**src/rtl/bpl_pkg.sv**
```systemverilog
// shared types, constants and the cordic arctangent table for the loss factor block
package bpl_pkg;

  localparam int ANG_FULL  = 23040;
  localparam int ANG_HALF  = 11520;
  localparam int ANG_RIGHT = 5760;
  localparam int GAIN_Q30  = 652032874;
  localparam int ONE_Q30   = 1073741824;

  // classified item handed from the front to the back
  typedef struct packed {
    logic [2:0]         channel;
    logic               neg;
    logic signed [13:0] ang;
    logic [31:0]        vmag;
    logic [31:0]        imag;
  } bpl_item_t;

  // one finished result
  typedef struct packed {
    logic [2:0]         channel_out;
    logic signed [15:0] power_factor;
    logic signed [31:0] loss_factor;
    logic signed [32:0] resistive_current;
    logic [32:0]        capacitive_current;
    logic [31:0]        reactance;
    logic               divide_error;
    logic               loss_saturated;
  } bpl_result_t;

  // arctangent of 2^-i, 1/64 degree scaled by 65536
  function automatic logic signed [31:0] cordic_atan(input int idx);
    logic signed [31:0] v;
    case (idx)
      0:  v = 32'sd188743680;
      1:  v = 32'sd111421900;
      2:  v = 32'sd58872272;
      3:  v = 32'sd29884485;
      4:  v = 32'sd15000234;
      5:  v = 32'sd7507429;
      6:  v = 32'sd3754631;
      7:  v = 32'sd1877430;
      8:  v = 32'sd938729;
      9:  v = 32'sd469366;
      10: v = 32'sd234683;
      11: v = 32'sd117342;
      12: v = 32'sd58671;
      13: v = 32'sd29335;
      14: v = 32'sd14668;
      15: v = 32'sd7334;
      16: v = 32'sd3667;
      17: v = 32'sd1833;
      18: v = 32'sd917;
      19: v = 32'sd458;
      20: v = 32'sd229;
      21: v = 32'sd115;
      22: v = 32'sd57;
      23: v = 32'sd29;
      default: v = 32'sd0;
    endcase
    return v;
  endfunction

endpackage

```
**src/rtl/bpl_fifo.sv**
```systemverilog
// small register queue with push/full and pop/empty sides
module bpl_fifo #(
  parameter int WIDTH = 8,
  parameter int DEPTH = 4
) (
  input  logic             clk,
  input  logic             rst_n,
  input  logic             push,
  input  logic [WIDTH-1:0] din,
  output logic             full,
  input  logic             pop,
  output logic [WIDTH-1:0] dout,
  output logic             empty
);

  localparam int AW = (DEPTH > 1) ? $clog2(DEPTH) : 1;
  localparam int CW = $clog2(DEPTH + 1);

  logic [WIDTH-1:0] mem_r [DEPTH];
  logic [AW-1:0]    wptr_r, wptr_nxt, rptr_r, rptr_nxt;
  logic [CW-1:0]    cnt_r, cnt_nxt;
  logic             wr, rd;

  assign full  = (cnt_r == CW'(DEPTH));
  assign empty = (cnt_r == '0);
  assign wr    = push && !full;
  assign rd    = pop && !empty;
  assign dout  = mem_r[rptr_r];

  always_comb begin
    wptr_nxt = wptr_r;
    rptr_nxt = rptr_r;
    cnt_nxt  = cnt_r;
    if (wr) begin
      wptr_nxt = (wptr_r == AW'(DEPTH - 1)) ? '0 : wptr_r + 1'b1;
    end
    if (rd) begin
      rptr_nxt = (rptr_r == AW'(DEPTH - 1)) ? '0 : rptr_r + 1'b1;
    end
    if (wr && !rd) begin
      cnt_nxt = cnt_r + 1'b1;
    end else if (rd && !wr) begin
      cnt_nxt = cnt_r - 1'b1;
    end
  end

  always_ff @(posedge clk) begin
    if (!rst_n) begin
      wptr_r <= '0;
      rptr_r <= '0;
      cnt_r  <= '0;
    end else begin
      wptr_r <= wptr_nxt;
      rptr_r <= rptr_nxt;
      cnt_r  <= cnt_nxt;
    end
  end

  always_ff @(posedge clk) begin
    if (wr) begin
      mem_r[wptr_r] <= din;
    end
  end

endmodule

```
**src/rtl/bpl_front.sv**
```systemverilog
// front end: angle difference, wrap and quadrant fold, then the hand-off queue
module bpl_front #(
  parameter int QUEUE_DEPTH = 4
) (
  input  logic                  clk,
  input  logic                  rst_n,
  input  logic                  push,
  output logic                  full,
  input  logic [2:0]            channel,
  input  logic signed [14:0]    voltage_angle,
  input  logic signed [14:0]    current_angle,
  input  logic [31:0]           voltage_magnitude,
  input  logic [31:0]           current_magnitude,
  output logic                  q_valid,
  output bpl_pkg::bpl_item_t    q_item,
  input  logic                  q_pop
);
  import bpl_pkg::*;

  logic signed [16:0] diff, wrapped;
  bpl_item_t          item;
  logic               q_empty;

  always_comb begin
    diff = 17'(voltage_angle) - 17'(current_angle);
    // bring into [-180, 180)
    if (diff >= 17'sd11520) begin
      wrapped = diff - 17'(ANG_FULL);
    end else if (diff < -17'sd11520) begin
      wrapped = diff + 17'(ANG_FULL);
    end else begin
      wrapped = diff;
    end
    item.channel = channel;
    item.vmag    = voltage_magnitude;
    item.imag    = current_magnitude;
    // fold the outer quadrants by half a turn
    if (wrapped > 17'(ANG_RIGHT)) begin
      item.neg = 1'b1;
      item.ang = 14'(wrapped - 17'(ANG_HALF));
    end else if (wrapped < -17'(ANG_RIGHT)) begin
      item.neg = 1'b1;
      item.ang = 14'(wrapped + 17'(ANG_HALF));
    end else begin
      item.neg = 1'b0;
      item.ang = 14'(wrapped);
    end
  end

  bpl_fifo #(
    .WIDTH ($bits(bpl_item_t)),
    .DEPTH (QUEUE_DEPTH)
  ) u_queue (
    .clk   (clk),
    .rst_n (rst_n),
    .push  (push),
    .din   (item),
    .full  (full),
    .pop   (q_pop),
    .dout  (q_item),
    .empty (q_empty)
  );

  assign q_valid = !q_empty;

endmodule

```
**config.mk**
```make
export PLATFORM = sky130hd
export DESIGN_NAME = bpl_front
export DESIGN_NICKNAME = d
export VERILOG_FILES = /design/src/rtl/bpl_pkg.sv /design/src/rtl/bpl_fifo.sv /design/src/rtl/bpl_front.sv
export SDC_FILE = /design/constraint.sdc
export NUM_CORES = 1
export LEC_CHECK = 0
export BUFFER_PORTS_ARGS = -buffer_cell sky130_fd_sc_hd__buf_2
export CELL_PAD_IN_SITES_DETAIL_PLACEMENT = 0
export CELL_PAD_IN_SITES_GLOBAL_PLACEMENT = 1
export CORE_MARGIN = 3
export CORE_UTILIZATION = 30
export CTS_CLUSTER_DIAMETER = 50
export DETAILED_ROUTE_END_ITERATION = 8
export PLACE_DENSITY_LB_ADDON = 0.1
export SLEW_MARGIN = 5
export SYNTH_ARGS = -nofsm -noshare
export SYNTH_HDL_FRONTEND = slang
export SYNTH_HIERARCHICAL = 1
export SYNTH_SLANG_ARGS = --single-unit
```
**constraint.sdc**
```tcl
create_clock -name clk -period 10.5 [get_ports clk]
set_clock_uncertainty 0.05 [all_clocks]
set_input_delay 0 -clock clk [delete_from_list [all_inputs] [get_ports clk]]
set_output_delay 0 -clock clk [all_outputs]
set_load 0.01 [all_outputs]
```
==> metrics.csv <==
stage;metric;value;unit
status;status;finished, final reports clean;
pwr;P per Cell Area;237.1;nW/um2
worst_setup_path;crit end category;flop;
sta;final worst-path cycle share;43.67;%
floorplan;die height;224.5;um
pwr;part of the power in registers;42.2;%
synth;Netlist cell types;82;
floorplan;Initial Util;30.57;%
placement;DP HPWL;20.29;mm
drt;drt pass-1 iters;4;
drt;# DRC;0;
cts;CTS tree;built;
worst_setup_path;Worst Path Required;10760;ps
sta;RSZ-0062 raised after global routing;no;
worst_setup_path;crit path launch type;primary input;
placement;Placer Congestion;0.7125;
pwr;Peak VDD IR;0.1032;mV
floorplan;core box area;46850;um2
synth;Yosys Warn Count;6;
synth;Area contributors post-synth;edfxtp_1, mux4_2, ha_1, dfxtp_1, buf_12;
floorplan;Die ar.;50400;um2
sta;Relative slew margins;21.43;%
layout;Syn-to-layout area delta;24.64;%
pwr;sw power;1.224;mW
cts;# clock sinks;337;
cts;Post-CTS Resized;0;
synth;register area share after synthesis;70.03;%
worst_setup_path;CP Class;in2reg;
floorplan;Die X-Extent;224.5;um
drt;Antenna Nets Post-Route;0;
worst_setup_path;critical path arrival;4840;ps
synth;cells after synthesis;732;
global_route;Total GRT Usage;12.77;%
sta;Slew Limit Fails;0;
sta;Final Hold Fails;0;
synth;async set-reset flop share out of synthesis;0;%
placement;PortBufs;184;
drt;wire length per cell;19.50;um
sta;actual slew at the worst max-slew pin;1163;ps
synth;leading area contributor after synthesis;edfxtp_1;
layout;Layout Cells excl Fill;1648;
layout;nets;1140;
drt;via count;7779;
placement;Post-Place Cells;1501;
cts;clock buffer depth;3;
cts;cts bufs inserted;42;
pwr;Comb pwr share;26.2;%
layout;most frequent cells in the layout;edfxtp_1, buf_2, mux4_2;
pwr;Clock power frac;31.6;%
synth;net count after synthesis;860;
synth;prevailing post-synth register cell;edfxtp_1;
cts;CTS clk-pin slew, worst paths;60;ps
floorplan;row count;79;
floorplan;I/O pin count;185;
synth;Post-synth EDFFs;328;
cts;CTS hold repair buffers;74;
pwr;Sw Share;28.92;%
layout;share of cells above drive strength 1;35.16;%
pwr;leakage;6.162;nW
global_route;total grt overflow;0;
cts;root buffer cell;clkbuf_16;
synth;synthesized area per cell;19.56;um2
synth;Yosys top cell area share;68.78;%
sta;post-layout minimum cycle time;4586;ps
global_route;vias in the first global route;8403;
global_route;largest net degree at the start of global routing;47;
run;Max-Cap Viols;0;
synth;Post-Syn Area;14320;um2
layout;Diodes inserted;0;
synth;Seq cells post-synth;337;
layout;Core Util, Final;38.10;%
sta;fmax;218.1;MHz
cts;H-tree depth;2;
sta;setup_tns;0;ps
cts;Post-CTS Setup Bufs;0;
drt;DR iter-0 viols;487;
worst_setup_path;worst-path fanout max;12;
drt;final WL;32.13;mm
cts;Worst-Skew Late Latency;520;ps
drt;Avg Vias per Cell;4.720;
worst_hold_path;Hold Path Class;in2reg;
layout;leading cell type in the layout, fill and taps excluded;edfxtp_1;
global_route;initial antenna violation count;1;
global_route;first-pass GRT wire length;49.98;mm
sta;final setup fails;0;
pwr;cell internal pwr;3.008;mW
-- sequential cells by signal (all words and copies together), names as in the netlist, named ones only --
register / count
u_queue/wptr_r: 2
u_queue/rptr_r: 2
u_queue/mem_r: 328
u_queue/cnt_r: 3
-- worst paths after layout --
check	start	endpoint	slack (ps)	cells after the start
max	current_angle[0]	u_queue/mem_r[3][75]	5910	16
min	voltage_angle[1]	u_queue/mem_r[3][65]	40	4
max reg2reg	u_queue/cnt_r[0]	u_queue/mem_r[2][8]	7550	4
min reg2reg	u_queue/rptr_r[1]	flop	470	2
-- cells by family after synthesis --
logic type / count (synthesis) / share of synthesized area [%]
xor+xnor: 14 / 1.040
simple gates: 96 / 3.547
compound gates: 108 / 6.789
buf+inv: 62 / 2.752
fa+ha+maj: 27 / 2.464
flops: 337 / 70.03
mux: 88 / 13.38
-- Yosys cell counts, types with 5 or more instances --
library cell  instances
mux4_2               81
a21oi_1              14
o31ai_1               5
a211oi_1              5
o22ai_1               5
dfxtp_1               9
clkbuf_1              5
ha_1                 25
or3_1                 5
nand2_1              21
a21o_1                5
and2_1                9
buf_12                8
xnor2_1               6
nand3_1               8
buf_2                13
o21ai_0              13
nor3_1                7
edfxtp_1            328
xor2_1                6
inv_1                32
mux2i_1               5
o21a_1                5
nor2_1               23
-- critical path: stages --
cell and delay (ps):
dlygate4sd3_1 530, buf_2 120, ha_1 200, fa_1 420, and2b_1 260, o2111ai_2 220, and4b_1 260, a311o_1 350
a2111oi_4 670, o221ai_2 320, a22oi_2 250, xor2_1 340, nand2_1 160, o21bai_2 290, o22ai_1 140, xnor2_1 310
-- per-stage QoR --
stage	hold WS, ps	area (um2)	total power [mW]	setup slack (ps)
floorplan	48.87	14320	2.587	6797
global placement	168.7	15800	2.942	5976
detailed placement	170.9	15800	2.943	5908
CTS	30.81	17850	4.334	5892
global route	66.02	17850	4.483	5550
finish	43.93	17850	4.233	5914
-- cell type report --
cell class / instances / area, um2
Timing Repair Buffer: 264 / 1707
Fill cell: 4399 / 29000
Tap cell: 607 / 759.5
Multi-Input combinational cell: 333 / 3908
Inverter: 34 / 127.6
Clock buffer: 48 / 1095
Clock inverter: 25 / 216.5
Sequential cell: 337 / 10040
-- power groups by stage --
stage          Combinational [mW]  Clock, mW  Sequential (mW)
6_report                     1.11       1.34             1.79
5_1_grt                      1.23       1.45             1.81
4_1_cts                      1.15       1.39             1.79
3_5_place_dp                 1.12          0             1.82
3_3_place_gp                 1.12          0             1.82
2_1_floorplan               0.826          0             1.76
-- routing by layer --
metal	track usage (%)	vias up	wire length, um
li1	-	3596	-
met1	17.24	3962	14460
met2	21.33	171	15850
met3	2.114	48	1168
met4	3.875	2	642
met5	0	-	13
Power figures use the tool's default switching activity.
