==> src/rtl/bpl_fifo.sv <==
// small register queue with push/full and pop/empty sides
module bpl_fifo #(
  parameter int WIDTH = 8,
  parameter int DEPTH = 4
) (
  input  logic             clk,
  input  logic             rst_n,
  input  logic             push,
  input  logic [WIDTH-1:0] din,
  output logic             full,
  input  logic             pop,
  output logic [WIDTH-1:0] dout,
  output logic             empty
);

  localparam int AW = (DEPTH > 1) ? $clog2(DEPTH) : 1;
  localparam int CW = $clog2(DEPTH + 1);

  logic [WIDTH-1:0] mem_r [DEPTH];
  logic [AW-1:0]    wptr_r, wptr_nxt, rptr_r, rptr_nxt;
  logic [CW-1:0]    cnt_r, cnt_nxt;
  logic             wr, rd;

  assign full  = (cnt_r == CW'(DEPTH));
  assign empty = (cnt_r == '0);
  assign wr    = push && !full;
  assign rd    = pop && !empty;
  assign dout  = mem_r[rptr_r];

  always_comb begin
    wptr_nxt = wptr_r;
    rptr_nxt = rptr_r;
    cnt_nxt  = cnt_r;
    if (wr) begin
      wptr_nxt = (wptr_r == AW'(DEPTH - 1)) ? '0 : wptr_r + 1'b1;
    end
    if (rd) begin
      rptr_nxt = (rptr_r == AW'(DEPTH - 1)) ? '0 : rptr_r + 1'b1;
    end
    if (wr && !rd) begin
      cnt_nxt = cnt_r + 1'b1;
    end else if (rd && !wr) begin
      cnt_nxt = cnt_r - 1'b1;
    end
  end

  always_ff @(posedge clk) begin
    if (!rst_n) begin
      wptr_r <= '0;
      rptr_r <= '0;
      cnt_r  <= '0;
    end else begin
      wptr_r <= wptr_nxt;
      rptr_r <= rptr_nxt;
      cnt_r  <= cnt_nxt;
    end
  end

  always_ff @(posedge clk) begin
    if (wr) begin
      mem_r[wptr_r] <= din;
    end
  end

endmodule

==> config.mk <==
export PLATFORM = sky130hd
export DESIGN_NAME = bpl_fifo
export DESIGN_NICKNAME = d
export VERILOG_FILES = /design/src/rtl/bpl_fifo.sv
export SDC_FILE = /design/constraint.sdc
export NUM_CORES = 1
export LEC_CHECK = 0
export BUFFER_PORTS_ARGS = -buffer_cell sky130_fd_sc_hd__buf_2
export CORE_UTILIZATION = 59
export DETAILED_ROUTE_END_ITERATION = 10
export PLACE_DENSITY_LB_ADDON = 0.1
export SLEW_MARGIN = 30
export SYNTH_ARGS = -nofsm -noshare
export SYNTH_HDL_FRONTEND = slang
export SYNTH_SLANG_ARGS = --single-unit
==> constraint.sdc <==
create_clock -name clk -period 4.3 [get_ports clk]
set_input_delay 0.645 -clock clk [delete_from_list [all_inputs] [get_ports clk]]
set_output_delay 0.645 -clock clk [all_outputs]
set_load 0.01 [all_outputs]
==> flow_summary_export.csv, run 1 <==
group,metric,value,unit
run_status,status,"finished, final reports clean",
detailed_routing,first_pass_iters,4,
worst_setup_path,end_kind,"primary output",
timing,maxSlewHeadroom,63.8,%
floorplan,io_pins,22,
worst_setup_path,worstSetupStartpointType,"register",
clock_tree,postCtsSetupRepairBufs,0,
floorplan,core.rowCount,18,
grt,grt_max_degree,13,
placed_design,place_congestion,0.715,
yosys,synth_cell_types,23,
yosys,synth_area,0.00163,mm2
yosys,synth_edf_count,32,
worst_setup_path,critPathSlowestCell,"dfxtp_1",
worst_setup_path,worstReg2RegStart,"cnt_r[0]",
worst_setup_path,cp_max_fo,8,
layout,area_delta_synth_final,12.3,%
yosys,yosys.area.top_type,"edfxtp_1",
layout,fill_cells,157,
hold_path,hp-class,"in -> reg",
detailed_routing,wl_met3,142,um
yosys,synth_warnings,0,
hold_path,hold_path_startpoint,"din[1]",
yosys,synth_seq_cells,41,
pwr,leakage,0.000672,uW
layout,layout.nets,136,
grt,grt_pass1_vias,827,
layout,register_area,0.00114,mm2
clock_tree,ctsResizeCount,0,
timing,worstMarginPinSlew,0.538,ns
grt,grt_pass1_wl,3.68,mm
timing,setup_slack,1.92,ns
clock_tree,path_clk_slew,0.11,ns
detailed_routing,via_count,792,
layout,multi_input_area,460,um2
detailed_routing,drc,0,
clock_tree,cts_hold_buffers,0,
run,maxCapViolCount,0,
clock_tree,cts_buffer_depth,2,
yosys,ys_seq_area_share,70.0,%
worst_setup_path,worst_ep_required_time,3.65,ns
detailed_routing,wirelength,2.32,mm
yosys,syn_inst,93,
yosys,synthArstFlopShare,0,%
timing,rsz0062_at_grt,"false",
yosys,avgSynthCellArea,17.5,um2
yosys,synthSimpleGateAreaFrac,6.60,%
pwr,power.density,559,mW/mm2
detailed_routing,ant_nets,0,
worst_setup_path,worstPathCellList,"mux4_2, buf_2",
timing,post-route-min-period,2.38,ns
yosys,syn-num-nets,112,
clock_tree,cts_root_buf,"clkbuf_4",
floorplan,core,0.00254,mm2
timing,setup_viol,0,
layout,layout-drive-gt1-share,30.5,%
pwr,ir_drop,0.382,mV
clock_tree,clkLatencyLatePin,0.35,ns
yosys,synth_top_family_by_area,"multiplexers",
yosys,synth-compound-area-share,1.84,%
grt,antenna_found_initial,0,
yosys,synthTopCellsByCount,"edfxtp_1, dfxtp_1, mux4_2",
placed_design,pre_cts_slack,1.77,ns
floorplan,start_util,64.1,%
floorplan,die-area,0.00298,mm2
clock_tree,cts_buffers,5,
detailed_routing,viasPerCell,5.35,
detailed_routing,routedWlPerCell,15.6,um
grt,grt_overflow,0,
timing,fmax,420,MHz
floorplan,die_h,54.6,um
timing,hold_violations,0,
timing,timing.final.crit_share,55.4,%
detailed_routing,wl_met2,1.19,mm
detailed_routing,wl_met1,931,um
detailed_routing,highest_layer,"met4",
timing,drv_slew,0,
grt,grt_usage,19.8,%
placed_design,portBuffers,21,
yosys,netlist.area_leader.share,58.9,%
yosys,synthAdderAreaFrac,5.83,%
clock_tree,cts_tree,"done",
yosys,synth_most_common_cell,"edfxtp_1",
yosys,synth_mux_area_share,12.9,%
detailed_routing,first_iter_violations,23,
yosys,synth_area_leaders,"edfxtp_1, dfxtp_1, mux4_2, ha_1, and2_1",
floorplan,die_w,54.6,um
clock_tree,clkSinkCount,41,
worst_setup_path,slowest_delay,0.66,ns
timing,whs,0.506,ns
clock_tree,htreeDepth,2,
timing,fin_skew,0.0122,ns
yosys,synth-xor-area-share,1.07,%
layout,insertedDiodeCount,0,
worst_setup_path,arrival,1.74,ns
yosys,synth-main-ff-cell,"edfxtp_1",
worst_setup_path,path_class,"reg -> out",
timing,setup-tns-final,0,ns
## state kept, by name, indices dropped and copies added, names as in the netlist, named ones only
register / count
mem_r: 32
cnt_r: 3
rptr_r: 2
wptr_r: 2
## layout make-up
| cell class | count | area share (%) |
|---|---|---|
| flip-flops and latches | 41 | 62.3 |
| clock buffers | 6 | 2.26 |
| clock inverters | 2 | 1.85 |
| repair buffers | 21 | 5.74 |
| inverters | 3 | 0.615 |
| well taps | 30 | 2.05 |
| multi-input cells | 45 | 25.2 |
## routing by layer
| layer | GRT usage (%) | vias up |
|---|---|---|
| met5 | 0 | - |
| met2 | 32.5 | 26 |
| li1 | - | 396 |
| met3 | 8.33 | 6 |
| met4 | 12.4 | 0 |
| met1 | 20.8 | 364 |
## power breakdown
| group | internal [uW] | switching [uW] | leakage, uW | total (uW) |
|---|---|---|---|---|
| clock network | 121 | 112 | 0.0000399 | 233 |
| registers | 487 | 52.7 | 0.000367 | 540 |
| logic | 134 | 115 | 0.000265 | 249 |
## per-stage QoR
step	cell area [um2]	std cells	total power [uW]	util [%]
2_1_floorplan	1630	93	721	-
3_3_place_gp	1760	140	789	69.0
3_5_place_dp	1760	140	805	69.0
4_1_cts	1830	148	1040	71.9
5_1_grt	1830	148	1090	71.9
6_report	1830	148	1020	71.9
## logic make-up (layout without fill, tap and decap cells)
family / count (synthesis) / after routing
flip-flops: 41 / 41
AND/OR/NAND/NOR: 20 / 20
multiplexers: 11 / 11
adder cells (fa/ha/maj): 7 / 7
buffers and inverters: 7 / 32
AO/OA/AOI/OAI: 5 / 5
XOR/XNOR: 2 / 2
## layout by cell type, fill, tap and decap left out, types with 2 or more instances in the layout
master	instances
mux2i_1	3
dfxtp_1	9
nor2_1	2
and2_1	5
nand3_1	2
inv_1	3
mux4_2	8
o21ai_0	3
clkbuf_4	5
nand2_1	6
ha_1	6
buf_2	21
nor2b_1	2
edfxtp_1	32
## critical path, delay by kind of cell, from the launching register on
| kind | cells | cell delay (ns) |
|---|---|---|
| DFF | 1 | 0.66 |
| buffers and inverters | 1 | 0.15 |
| muxes | 1 | 0.58 |
## worst paths after layout
kind	to	slack (ns)	depth (start not counted)
max	dout[1]	1.92	2
min	mem_r[1][1]	0.51	1
max reg2reg	cnt_r[2]	1.98	8
min reg2reg	wptr_r[1]	0.51	2
No activity file was read; power rests on OpenSTA's default activity.
==> inputs of run 2 (changes only) <==
ABC_AREA = 1   (was unset)
CORE_UTILIZATION = 56   (was 59)
clock period = 2.2 ns   (was 4.3 ns; I/O delays follow)
==> run 2 against run 1 <==
  * First-iteration DRC count up 13%
  * Clock skew up 0.0012 ns
  * Global-route usage up 0.60 points
  * Worst setup slack worse by 1.6 ns
  * Critical path type is now reg -> reg
  * Largest power group unchanged
==> flow_summary_export.csv, run 2 <==
group,metric,value,unit
worst_setup_path,path_class,"reg -> reg",
layout,fill_cells,223,
yosys,synthArstFlopShare,0,%
detailed_routing,first_iter_violations,26,
pwr,ir_drop,0.731,mV
detailed_routing,drc,0,
grt,grt_pass1_wl,4.73,mm
grt,grt_pass1_vias,1074,
yosys,ys_seq_area_share,67.4,%
worst_setup_path,slowest_delay,0.40,ns
layout,largest_register_ff_count,32,
yosys,synthSimpleGateAreaFrac,11.9,%
yosys,synth_area,0.00169,mm2
timing,setup-tns-final,0,ns
detailed_routing,ant_nets,0,
yosys,synth-xor-area-share,0,%
clock_tree,clkLatencyLatePin,0.35,ns
clock_tree,postCtsSetupRepairBufs,0,
detailed_routing,wirelength,2.80,mm
clock_tree,ctsResizeCount,0,
layout,fin_util,68.8,%
detailed_routing,routedWlPerCell,13.2,um
pwr,leakage,0.000798,uW
yosys,synth_warnings,0,
timing,fin_skew,0.0134,ns
yosys,syn_inst,148,
floorplan,die_h,57.0,um
clock_tree,cts_tree,"done",
timing,drv_slew,0,
timing,hold_violations,0,
pwr,power.density,1150,mW/mm2
timing,timing.final.crit_share,84.8,%
worst_setup_path,arrival,2.13,ns
layout,layout.nets,198,
placed_design,dpl.hpwl,1.95,mm
floorplan,die_w,57.0,um
grt,antenna_found_initial,0,
floorplan,die-area,0.00325,mm2
worst_setup_path,worstPathCellList,"nor2_1, nand2_1, nand2_2, inv_1, ha_1, inv_1, fa_1, inv_1, nand2_1, nand3_1, nand2_1, inv_1, nor2_1",
timing,rsz0062_at_grt,"false",
timing,worstMarginPinSlew,0.344,ns
detailed_routing,viasPerCell,5.18,
hold_path,hp-class,"in -> reg",
worst_setup_path,end_kind,"register",
placed_design,dpl-instance-area,0.00185,mm2
yosys,avgSynthCellArea,11.4,um2
grt,grt_overflow,0,
clock_tree,cts_buffer_depth,2,
grt,grt_usage,20.4,%
timing,maxSlewHeadroom,77.0,%
clock_tree,cts_buffers,5,
floorplan,core,0.00281,mm2
layout,fin_cells,211,
timing,post-route-min-period,1.87,ns
clock_tree,cts_hold_buffers,0,
worst_setup_path,crit_family,"simple AND/OR/NAND/NOR gates",
floorplan,core.rowCount,19,
yosys,synth_area_leaders,"edfxtp_1, dfxtp_1, nor2_1, ha_1, o21ai_0",
run_status,status,"finished, final reports clean",
detailed_routing,via_count,1093,
timing,fmax,536,MHz
yosys,yosys.area.top_type,"edfxtp_1",
floorplan,io_pins,22,
yosys,synth_seq_cells,41,
layout,regMostFlops,"mem_r",
yosys,synth_mux_area_share,0,%
worst_setup_path,cp_max_fo,7,
clock_tree,cts_root_buf,"clkbuf_4",
timing,setup_viol,0,
yosys,netlist.area_leader.share,56.8,%
pwr,total_power,2220,uW
layout,layout-drive-gt1-share,21.7,%
clock_tree,htreeDepth,2,
yosys,synth_cell_types,18,
layout,reg_top3,"mem_r x32, cnt_r x3",
yosys,synth-compound-area-share,9.53,%
layout,final_cell_mix,"nor2_1, edfxtp_1, buf_2",
yosys,synthAdderAreaFrac,5.62,%
run,maxCapViolCount,0,
clock_tree,path_clk_slew,0.13,ns
yosys,synth_most_common_cell,"nor2_1",
placed_design,portBuffers,21,
worst_setup_path,critPathSlowestCell,"dfxtp_1",
worst_setup_path,cp.buffers_inverters,4,
yosys,synth_edf_count,32,
yosys,synth-main-ff-cell,"edfxtp_1",
placed_design,place_congestion,0.754,
worst_setup_path,ff2ff_setup_slack,0.33,ns
detailed_routing,first_pass_iters,4,
layout,layout_commonest_cell,"nor2_1",
floorplan,start_util,60.3,%
yosys,syn-num-nets,167,
layout,stdcell_area,0.00193,mm2
worst_setup_path,worst_ep_required_time,2.46,ns
layout,area_delta_synth_final,14.0,%
worst_setup_path,worstSetupStartpointType,"register",
yosys,synthTopCellsByCount,"nor2_1, edfxtp_1, inv_1",
grt,grt_max_degree,17,
placed_design,dp.cells,203,
yosys,synth_top_family_by_area,"simple AND/OR/NAND/NOR gates",
clock_tree,clkSinkCount,41,
worst_setup_path,critPathMostFrequentCell,"inv_1",
layout,insertedDiodeCount,0,
-- run 2: per-layer routing --
metal  up-vias  track usage [%]  part of all wire (%)
li1        564                -                     -
met1       505             22.7                    43
met2        19             35.8                    51
met3         5             7.03                   3.9
met4         0             8.36                   1.8
met5         -                0                     0
-- run 2: report_power, final --
group,leakage [uW],switching [uW],internal [uW]
registers,0.000368,84.1,962
logic,0.000391,449,281
clock network,0.0000396,247,195
total,0.000798,779,1440
-- run 2: final cells by class --
class | count | area [um2] | share of cell area, %
inverters | 19 | 71.3 | 3.69
clock inverters | 2 | 16.3 | 0.843
repair buffers | 26 | 143 | 7.39
well taps | 31 | 38.8 | 2.01
flip-flops and latches | 41 | 1140 | 59.1
clock buffers | 6 | 62.6 | 3.24
multi-input cells | 86 | 458 | 23.7
-- run 2: worst reg2reg max path, delay by kind of cell (launching register included) --
| family | cells | cell delay (ns) |
|---|---|---|
| fa+ha+maj | 2 | 0.55 |
| buf+inv | 4 | 0.28 |
| flops | 1 | 0.40 |
| simple gates | 7 | 0.56 |
-- run 2: logic make-up after synthesis --
group / Yosys count
simple gates: 51
flops: 41
compound gates: 28
buf+inv: 21
fa+ha+maj: 7
-- run 2: metrics by stage --
stage / hold slack, ns / setup WS [ns]
final: 0.186 / 0.334
after global routing: 0.170 / 0.106
after CTS: 0.174 / 0.314
after detailed placement: 0.522 / 0.358
after global placement: 0.491 / 0.434
after floorplan: 0.429 / 0.510
-- run 2: worst paths after layout --
check | from | to | depth (start not counted)
max | cnt_r[1] | cnt_r[2] | 13
min | din[5] | mem_r[3][5] | 1
max reg2reg | cnt_r[1] | cnt_r[2] | 13
min reg2reg | cnt_r[0] | cnt_r[0] | 2
